### src/hw/rtl/uer_pkg.sv
// shared types, constants and helpers for the ultrasonic echo ranger
// no dependencies; imported by every module of the block
`default_nettype none

package uer_pkg;

    // width of the internal echo width counter
    localparam int TIME_BITS = 16;

    localparam int TRAVEL_W = 16;
    localparam int DIST_W   = 19;
    localparam int TICK_W   = 16;
    localparam int CFG_IDX_W  = 8;
    localparam int CFG_DATA_W = 16;

    // distance = travel * 0.01715 * 256, as a 16 bit fraction
    localparam logic [DIST_W-1:0]    DIST_MUL   = 19'd287731;
    localparam logic [TRAVEL_W-1:0]  SIM_TRAVEL = 16'd10;
    localparam logic [TRAVEL_W-1:0]  TRAVEL_MAX = 16'hFFFF;
    localparam logic [TIME_BITS-1:0] WIDTH_MAX  = {TIME_BITS{1'b1}};
    localparam logic [DIST_W-1:0]    DIST_MAX   = 19'd287744;

    // configuration register indexes
    localparam logic [CFG_IDX_W-1:0] CFG_SETTLE_TICKS    = 8'd0;
    localparam logic [CFG_IDX_W-1:0] CFG_TRIGGER_TICKS   = 8'd1;
    localparam logic [CFG_IDX_W-1:0] CFG_RISE_WAIT_LIMIT = 8'd2;
    localparam logic [CFG_IDX_W-1:0] CFG_SENSOR_BYPASS   = 8'd3;

    // configuration reset values
    localparam logic [15:0] SETTLE_RESET = 16'd10000;
    localparam logic [7:0]  TRIGGER_RESET = 8'd10;
    localparam logic [15:0] RISE_WAIT_RESET = 16'd23000;

    typedef enum logic [2:0] {
        PH_IDLE   = 3'd0,
        PH_SETTLE = 3'd1,
        PH_TRIG   = 3'd2,
        PH_WAIT   = 3'd3,
        PH_MEAS   = 3'd4
    } phase_t;

    typedef struct packed {
        logic [15:0] settle_ticks;
        logic [7:0]  trigger_ticks;
        logic [15:0] rise_wait_limit;
        logic        sensor_bypass;
    } cfg_t;

    // per-tick result from the sequencer, before the distance product
    typedef struct packed {
        logic                trigger;
        logic                done;
        logic                timed_out;
        logic [TRAVEL_W-1:0] travel;
    } res_t;

    // clamp the echo width counter to the 16 bit travel field
    function automatic logic [TRAVEL_W-1:0] sat_travel(input logic [TIME_BITS-1:0] w);
        logic [31:0] wx;
        logic [TRAVEL_W-1:0] t;
        wx = 32'(w);
        if (wx >= 32'(TRAVEL_MAX)) begin
            t = TRAVEL_MAX;
        end else begin
            t = wx[TRAVEL_W-1:0];
        end
        return t;
    endfunction

endpackage

`default_nettype wire

### src/hw/rtl/ultrasonic_echo_ranger.sv
// top level of the ultrasonic echo ranger
// depends on uer_pkg, uer_cfg_regs, uer_seq, uer_out
//
//  channel  | ports                                    | role
//  ---------+------------------------------------------+---------------------------
//  s_       | s_valid s_ready s_start_req s_echo_in    | one microsecond tick in
//  m_       | m_valid m_ready m_trigger_out m_done_res | one result per tick out
//           | m_timed_out m_travel_us m_distance_q8    |
//  cfg_     | cfg_valid cfg_ready cfg_index cfg_data   | register writes
//
// on each tick the sequencer updates its state on the input
// transaction and the result, with its 16x19 distance product, lands in the
// output register at the same edge. a new tick is taken every cycle while
// the result register is empty or being drained; a stalled m_ready holds
// s_ready low. synchronous active low reset returns to idle with the
// documented register defaults.
`default_nettype none

module ultrasonic_echo_ranger (
    input  wire                              aclk,
    input  wire                              aresetn,
    input  wire                              s_valid,
    output logic                             s_ready,
    input  wire                              s_start_req,
    input  wire                              s_echo_in,
    output logic                             m_valid,
    input  wire                              m_ready,
    output logic                             m_trigger_out,
    output logic                             m_done_res,
    output logic                             m_timed_out,
    output logic [uer_pkg::TRAVEL_W-1:0]     m_travel_us,
    output logic [uer_pkg::DIST_W-1:0]       m_distance_q8,
    input  wire                              cfg_valid,
    output logic                             cfg_ready,
    input  wire [uer_pkg::CFG_IDX_W-1:0]     cfg_index,
    input  wire [uer_pkg::CFG_DATA_W-1:0]    cfg_data
);
    import uer_pkg::*;

    cfg_t cfg;
    res_t res;
    logic accept;

    assign s_ready = !m_valid || m_ready;
    assign accept  = s_valid && s_ready;

    uer_cfg_regs u_cfg (
        .aclk      (aclk),
        .aresetn   (aresetn),
        .cfg_valid (cfg_valid),
        .cfg_ready (cfg_ready),
        .cfg_index (cfg_index),
        .cfg_data  (cfg_data),
        .cfg       (cfg)
    );

    uer_seq u_seq (
        .aclk      (aclk),
        .aresetn   (aresetn),
        .accept    (accept),
        .start_req (s_start_req),
        .echo_in   (s_echo_in),
        .cfg       (cfg),
        .res       (res)
    );

    uer_out u_out (
        .aclk          (aclk),
        .aresetn       (aresetn),
        .load          (accept),
        .res           (res),
        .m_valid       (m_valid),
        .m_ready       (m_ready),
        .m_trigger_out (m_trigger_out),
        .m_done_res    (m_done_res),
        .m_timed_out   (m_timed_out),
        .m_travel_us   (m_travel_us),
        .m_distance_q8 (m_distance_q8)
    );

endmodule

`default_nettype wire

### src/hw/rtl/uer_cfg_regs.sv
// configuration register file for the ultrasonic echo ranger
// depends on uer_pkg
`default_nettype none

module uer_cfg_regs (
    input  wire                              aclk,
    input  wire                              aresetn,
    input  wire                              cfg_valid,
    output logic                             cfg_ready,
    input  wire [uer_pkg::CFG_IDX_W-1:0]     cfg_index,
    input  wire [uer_pkg::CFG_DATA_W-1:0]    cfg_data,
    output uer_pkg::cfg_t                    cfg
);
    import uer_pkg::*;

    cfg_t cfg_reg;
    cfg_t cfg_next;

    assign cfg_ready = 1'b1;
    assign cfg = cfg_reg;

    always_comb begin
        cfg_next = cfg_reg;
        if (cfg_valid) begin
            unique case (cfg_index)
                CFG_SETTLE_TICKS:    cfg_next.settle_ticks    = cfg_data;
                CFG_TRIGGER_TICKS:   cfg_next.trigger_ticks   = cfg_data[7:0];
                CFG_RISE_WAIT_LIMIT: cfg_next.rise_wait_limit = cfg_data;
                CFG_SENSOR_BYPASS:   cfg_next.sensor_bypass   = cfg_data[0];
                default:             cfg_next = cfg_reg;
            endcase
        end
    end

    always_ff @(posedge aclk) begin
        if (!aresetn) begin
            cfg_reg.settle_ticks    <= SETTLE_RESET;
            cfg_reg.trigger_ticks   <= TRIGGER_RESET;
            cfg_reg.rise_wait_limit <= RISE_WAIT_RESET;
            cfg_reg.sensor_bypass   <= 1'b0;
        end else begin
            cfg_reg <= cfg_next;
        end
    end

endmodule

`default_nettype wire

### src/hw/rtl/uer_seq.sv
// measurement sequencer: phase state machine, tick and echo width counters
// depends on uer_pkg
`default_nettype none

module uer_seq (
    input  wire            aclk,
    input  wire            aresetn,
    input  wire            accept,
    input  wire            start_req,
    input  wire            echo_in,
    input  uer_pkg::cfg_t  cfg,
    output uer_pkg::res_t  res
);
    import uer_pkg::*;

    phase_t                phase_reg, phase_next;
    logic [TICK_W-1:0]     tick_reg, tick_next;
    logic [TIME_BITS-1:0]  width_reg, width_next;

    logic [TICK_W-1:0]     tick_inc;
    logic [TICK_W-1:0]     trig_w;

    assign tick_inc = tick_reg + 1'b1;
    // a zero trigger width still gives a one tick pulse
    assign trig_w   = (cfg.trigger_ticks == 8'd0) ? 16'd1 : 16'(cfg.trigger_ticks);

    always_comb begin
        phase_next = phase_reg;
        tick_next  = tick_reg;
        width_next = width_reg;
        res        = '0;
        unique case (phase_reg)
            PH_SETTLE: begin
                if (tick_reg < cfg.settle_ticks) begin
                    tick_next = tick_inc;
                end else if (cfg.sensor_bypass) begin
                    res.done   = 1'b1;
                    res.travel = SIM_TRAVEL;
                    phase_next = PH_IDLE;
                    tick_next  = '0;
                end else begin
                    phase_next = PH_TRIG;
                    tick_next  = '0;
                end
            end
            PH_TRIG: begin
                res.trigger = 1'b1;
                if (tick_inc >= trig_w) begin
                    phase_next = PH_WAIT;
                    tick_next  = '0;
                end else begin
                    tick_next = tick_inc;
                end
            end
            PH_WAIT: begin
                if (echo_in) begin
                    phase_next = PH_MEAS;
                    width_next = TIME_BITS'(1);
                    tick_next  = '0;
                end else if (tick_inc >= cfg.rise_wait_limit) begin
                    // echo never rose: report a timeout with zero travel
                    res.done      = 1'b1;
                    res.timed_out = 1'b1;
                    phase_next    = PH_IDLE;
                    tick_next     = '0;
                end else begin
                    tick_next = tick_inc;
                end
            end
            PH_MEAS: begin
                if (echo_in) begin
                    if (width_reg != WIDTH_MAX) begin
                        width_next = width_reg + 1'b1;
                    end
                end else begin
                    res.done   = 1'b1;
                    res.travel = sat_travel(width_reg);
                    phase_next = PH_IDLE;
                    tick_next  = '0;
                end
            end
            default: begin
                // idle, and any unused phase code
                phase_next = PH_IDLE;
                if (start_req) begin
                    phase_next = PH_SETTLE;
                    tick_next  = '0;
                    width_next = '0;
                end
            end
        endcase
    end

    always_ff @(posedge aclk) begin
        if (!aresetn) begin
            phase_reg <= PH_IDLE;
            tick_reg  <= '0;
            width_reg <= '0;
        end else if (accept) begin
            phase_reg <= phase_next;
            tick_reg  <= tick_next;
            width_reg <= width_next;
        end
    end

    a_done_no_trigger: assert property (@(posedge aclk) disable iff (!aresetn)
        !(res.done && res.trigger))
        else $error("trigger driven on a completion tick");

    a_timeout_zero_travel: assert property (@(posedge aclk) disable iff (!aresetn)
        res.timed_out |-> (res.done && res.travel == '0))
        else $error("timeout without done or with nonzero travel");

    a_meas_width: assert property (@(posedge aclk) disable iff (!aresetn)
        phase_reg == PH_MEAS |-> width_reg != '0)
        else $error("measure phase with empty echo width");

    a_finish_to_idle: assert property (@(posedge aclk) disable iff (!aresetn)
        (accept && res.done) |=> (phase_reg == PH_IDLE && tick_reg == '0))
        else $error("completed measurement did not return to idle");

endmodule

`default_nettype wire

### src/hw/rtl/uer_out.sv
// result register: distance product and output handshake stage
// depends on uer_pkg
`default_nettype none

module uer_out (
    input  wire                              aclk,
    input  wire                              aresetn,
    input  wire                              load,
    input  uer_pkg::res_t                    res,
    output logic                             m_valid,
    input  wire                              m_ready,
    output logic                             m_trigger_out,
    output logic                             m_done_res,
    output logic                             m_timed_out,
    output logic [uer_pkg::TRAVEL_W-1:0]     m_travel_us,
    output logic [uer_pkg::DIST_W-1:0]       m_distance_q8
);
    import uer_pkg::*;

    localparam int PROD_W = TRAVEL_W + DIST_W;

    logic                 m_valid_reg, m_valid_next;
    res_t                 res_reg;
    logic [DIST_W-1:0]    dist_reg;
    logic [PROD_W-1:0]    prod;

    assign prod = PROD_W'(res.travel) * PROD_W'(DIST_MUL);

    always_comb begin
        m_valid_next = m_valid_reg;
        if (load) begin
            m_valid_next = 1'b1;
        end else if (m_ready) begin
            m_valid_next = 1'b0;
        end
    end

    always_ff @(posedge aclk) begin
        if (!aresetn) begin
            m_valid_reg <= 1'b0;
        end else begin
            m_valid_reg <= m_valid_next;
        end
    end

    always_ff @(posedge aclk) begin
        if (load) begin
            res_reg  <= res;
            dist_reg <= prod[PROD_W-1:16];
        end
    end

    assign m_valid       = m_valid_reg;
    assign m_trigger_out = res_reg.trigger;
    assign m_done_res    = res_reg.done;
    assign m_timed_out   = res_reg.timed_out;
    assign m_travel_us   = res_reg.travel;
    assign m_distance_q8 = dist_reg;

    a_idle_zero: assert property (@(posedge aclk) disable iff (!aresetn)
        (m_valid_reg && !res_reg.done) |-> (res_reg.travel == '0 && dist_reg == '0))
        else $error("travel or distance reported without done");

    a_dist_range: assert property (@(posedge aclk) disable iff (!aresetn)
        m_valid_reg |-> dist_reg <= DIST_MAX)
        else $error("distance above full scale");

    a_timeout_dist: assert property (@(posedge aclk) disable iff (!aresetn)
        (m_valid_reg && res_reg.timed_out) |-> dist_reg == '0)
        else $error("timeout with nonzero distance");

endmodule

`default_nettype wire

### config.mk
export PLATFORM = sky130hd
export DESIGN_NAME = ultrasonic_echo_ranger
export DESIGN_NICKNAME = d
export VERILOG_FILES = /design/src/hw/rtl/uer_pkg.sv /design/src/hw/rtl/ultrasonic_echo_ranger.sv /design/src/hw/rtl/uer_cfg_regs.sv /design/src/hw/rtl/uer_seq.sv /design/src/hw/rtl/uer_out.sv
export SDC_FILE = /design/constraint.sdc
export NUM_CORES = 1
export LEC_CHECK = 0
export BUFFER_PORTS_ARGS = -buffer_cell sky130_fd_sc_hd__buf_2
export CORE_ASPECT_RATIO = 1.1
export CORE_UTILIZATION = 50
export DETAILED_ROUTE_END_ITERATION = 8
export PLACE_DENSITY = 0.69
export SYNTH_ARGS = -nofsm -noshare
export SYNTH_HDL_FRONTEND = slang
export SYNTH_SLANG_ARGS = --single-unit
### constraint.sdc
create_clock -name aclk -period 11.8 [get_ports aclk]
set_clock_uncertainty 0.05 [all_clocks]
set_input_delay 0 -clock aclk [delete_from_list [all_inputs] [get_ports aclk]]
set_output_delay 0 -clock aclk [all_outputs]
set_load 0.02 [all_outputs]
==> run summary <==
status - finished, final reports clean
critical path's largest stage delay - 0.59 ns
Net Count, Synth - 1398
internal cell power - 790 uW
port bufs - 70
Switching Fraction - 0.222
worst slew pin tran - 0.955 ns
max_cap viols - 0
Syn Inst Count - 1105
fin. max-slew vios - 0
total core area - 20700 sq um
Ant. Diodes - 0
clock tree sinks - 115
critical path endpoint category - register
vias in the first global route - 8160
ANT nets after route - 0
initial antenna violation count - 0
Netlist Area Pre-Place - 10700 sq um
Initial Utilization - 0.514
slowest cell on the critical path - a211oi_1
# IOs - 72
first-pass GRT wire length - 40600 um
critical setup path kind - reg2reg
share of cells above drive strength 1 - 0.0991
Layout area overhead - 14.2%
Die Ht - 155 um
Remaining DRCs - 0
CP required - 11.92 ns
CTS Buf Count - 17
Worst-path clk slew - 0.05 ns
Worst-Skew Late Latency - 0.42 ns
RSZ-0062 raised after global routing - false
largest net degree at the start of global routing - 66
crit start category - register
clock share of power - 0.532
fin crit share - 0.676
DRT Pass-1 Iters - 4
WP buf/inv - 5
H-tree depth - 4
wire per inst - 16.0 um
min Tclk post-route - 7.98 ns
final layout net count - 1491
final hold violations - 0
predominant post-synthesis flop cell - dfxtp_1
Post-synth EDFFs - 38
peak supply drop - 0.000101 V
vias per inst - 5.25
P_leak - 6.39 nW
full die area - 21900 sq um
HP Class - in2reg
#FFs+latches synth - 115
most frequent cells in the layout - inv_1 (196), ha_1 (171), fa_1 (91), nand2_1 (77), dfxtp_1 (77)
max reg flops - 41
crit path DAT - 8.10 ns
syn avg cell area - 9.64 sq um
Fmax - 125 MHz
grt total ovfl - 0
DRT Wirelength - 24000 um
Synth async-reset ratio - 0
clock root buffer - clkbuf_16
CTS tree - done
final setup fails - 0
Pwr Total - 1.02 mW
HPWL Detailed - 19300 um
family with the most delay on the worst path - adder cells
die span in x - 141 um
sw power - 226 uW
gr usage total - 0.238
Comb pwr share - 0.054
most common cell after layout, fill and taps aside - inv_1
routed vias - 7852
PwrDens - 83.5 nW/um^2
Ys Warns - 0
post-cts sizing count - 0
sequential share of the synthesized area - 0.252
Slew Limit Headroom - 0.359
Synth cell types - 67
initial drt markers - 292
GP Congestion - 0.930
Post-Route Setup TNS - 0 ns
Site Rows - 55
crit path max fanout - 5
sequential power share - 0.414
CTS Buffer Depth - 2
final cells by class:
| type | count | area [sq um] |
|---|---|---|
| clock buffer | 25 | 528 |
| clock inverter | 7 | 88.8 |
| fill | 1818 | 8550 |
| inverter | 197 | 739 |
| multi-input combinational | 767 | 7130 |
| sequential | 115 | 2680 |
| tap | 285 | 357 |
| timing repair buffer | 100 | 636 |
power groups by stage:
stage          Combinational [mW]  Sequential, mW  Clock (mW)
4_1_cts                    0.0558           0.420       0.550
3_3_place_gp               0.0492           0.429           0
6_report                   0.0552           0.420       0.541
5_1_grt                    0.0599           0.421       0.566
3_5_place_dp               0.0497           0.429           0
2_1_floorplan              0.0214           0.436           0
path summary, 6_finish.rpt:
check	cells past startpoint	slack (ns)	start	to
setup / recovery	27	3.82	u_seq.tick_reg[1]	u_out.m_distance_q8[18]
hold / removal	3	0.1	aresetn	u_cfg.cfg[18]
setup reg to reg	27	3.82	u_seq.tick_reg[1]	u_out.m_distance_q8[18]
hold reg to reg	2	0.41	u_cfg.cfg[3]	u_cfg.cfg[3]
metrics by stage:
stage	worst slack [ns]	utilization	cell area, sq um	instances	hold WS [ns]
final	3.82	0.587	12200	1496	0.0996
after global routing	3.24	0.587	12200	1496	0.134
after CTS	3.79	0.587	12200	1496	0.0764
after detailed placement	3.85	0.546	11300	1440	0.199
after global placement	4.06	0.546	11300	1440	0.193
after floorplan	4.88	-	10700	1105	0.0751
tightest hold or removal path, delay by kind of cell:
family | cells | cell delay, ns
buffers and inverters | 2 | 0.39
and+or+nand+nor | 1 | 0.12
per-layer routing:
layer | GRT usage | wire length, um | vias to the layer above
met2 | 0.418 | 12100 | 150
met3 | 0.0471 | 861 | 51
met5 | 0 | 0 | -
li1 | - | - | 3907
met1 | 0.283 | 10300 | 3744
met4 | 0.0994 | 758 | 0
synth_stat cells (4+ instances only):
cell | n | share of area
a211oi_1 | 6 | 0.0042
a21boi_1 | 11 | 0.0078
a21o_1 | 24 | 0.017
a21oi_1 | 34 | 0.016
a22oi_1 | 14 | 0.0099
and2_1 | 14 | 0.0082
and3_1 | 8 | 0.0047
buf_2 | 5 | 0.0023
clkbuf_1 | 19 | 0.0067
dfxtp_1 | 77 | 0.14
edfxtp_1 | 38 | 0.11
fa_1 | 91 | 0.17
ha_1 | 171 | 0.20
inv_1 | 197 | 0.069
mux2i_1 | 24 | 0.023
nand2_1 | 77 | 0.027
nand2b_1 | 7 | 0.0041
nand3_1 | 22 | 0.010
nand4_1 | 21 | 0.012
nor2_1 | 44 | 0.016
nor2b_1 | 40 | 0.023
nor3_1 | 10 | 0.0047
nor4_1 | 4 | 0.0023
o211ai_1 | 17 | 0.012
o21ai_0 | 16 | 0.0075
o21ai_1 | 9 | 0.0042
o21bai_1 | 4 | 0.0028
or2_2 | 5 | 0.0029
xnor2_1 | 24 | 0.020
xor2_1 | 19 | 0.016
cells by family (layout without fill, tap and decap cells):
logic type	after synthesis	after routing	share of synthesized area
other	1	1	0.000352
adders and majority gates	262	262	0.372
AOI/OAI and AO/OA	164	164	0.105
buffers and inverters	223	329	0.0802
muxes	24	24	0.0226
DFF	115	115	0.252
and+or+nand+nor	273	273	0.133
xor gates and xnor gates	43	43	0.0354
timing repair:
action,in CTS,in global routing
hold endpoints to repair,45,0
hold buffers,24,0
buffers inserted,0,0
setup endpoints to repair,0,0
No activity file was read; power rests on OpenSTA's default activity.
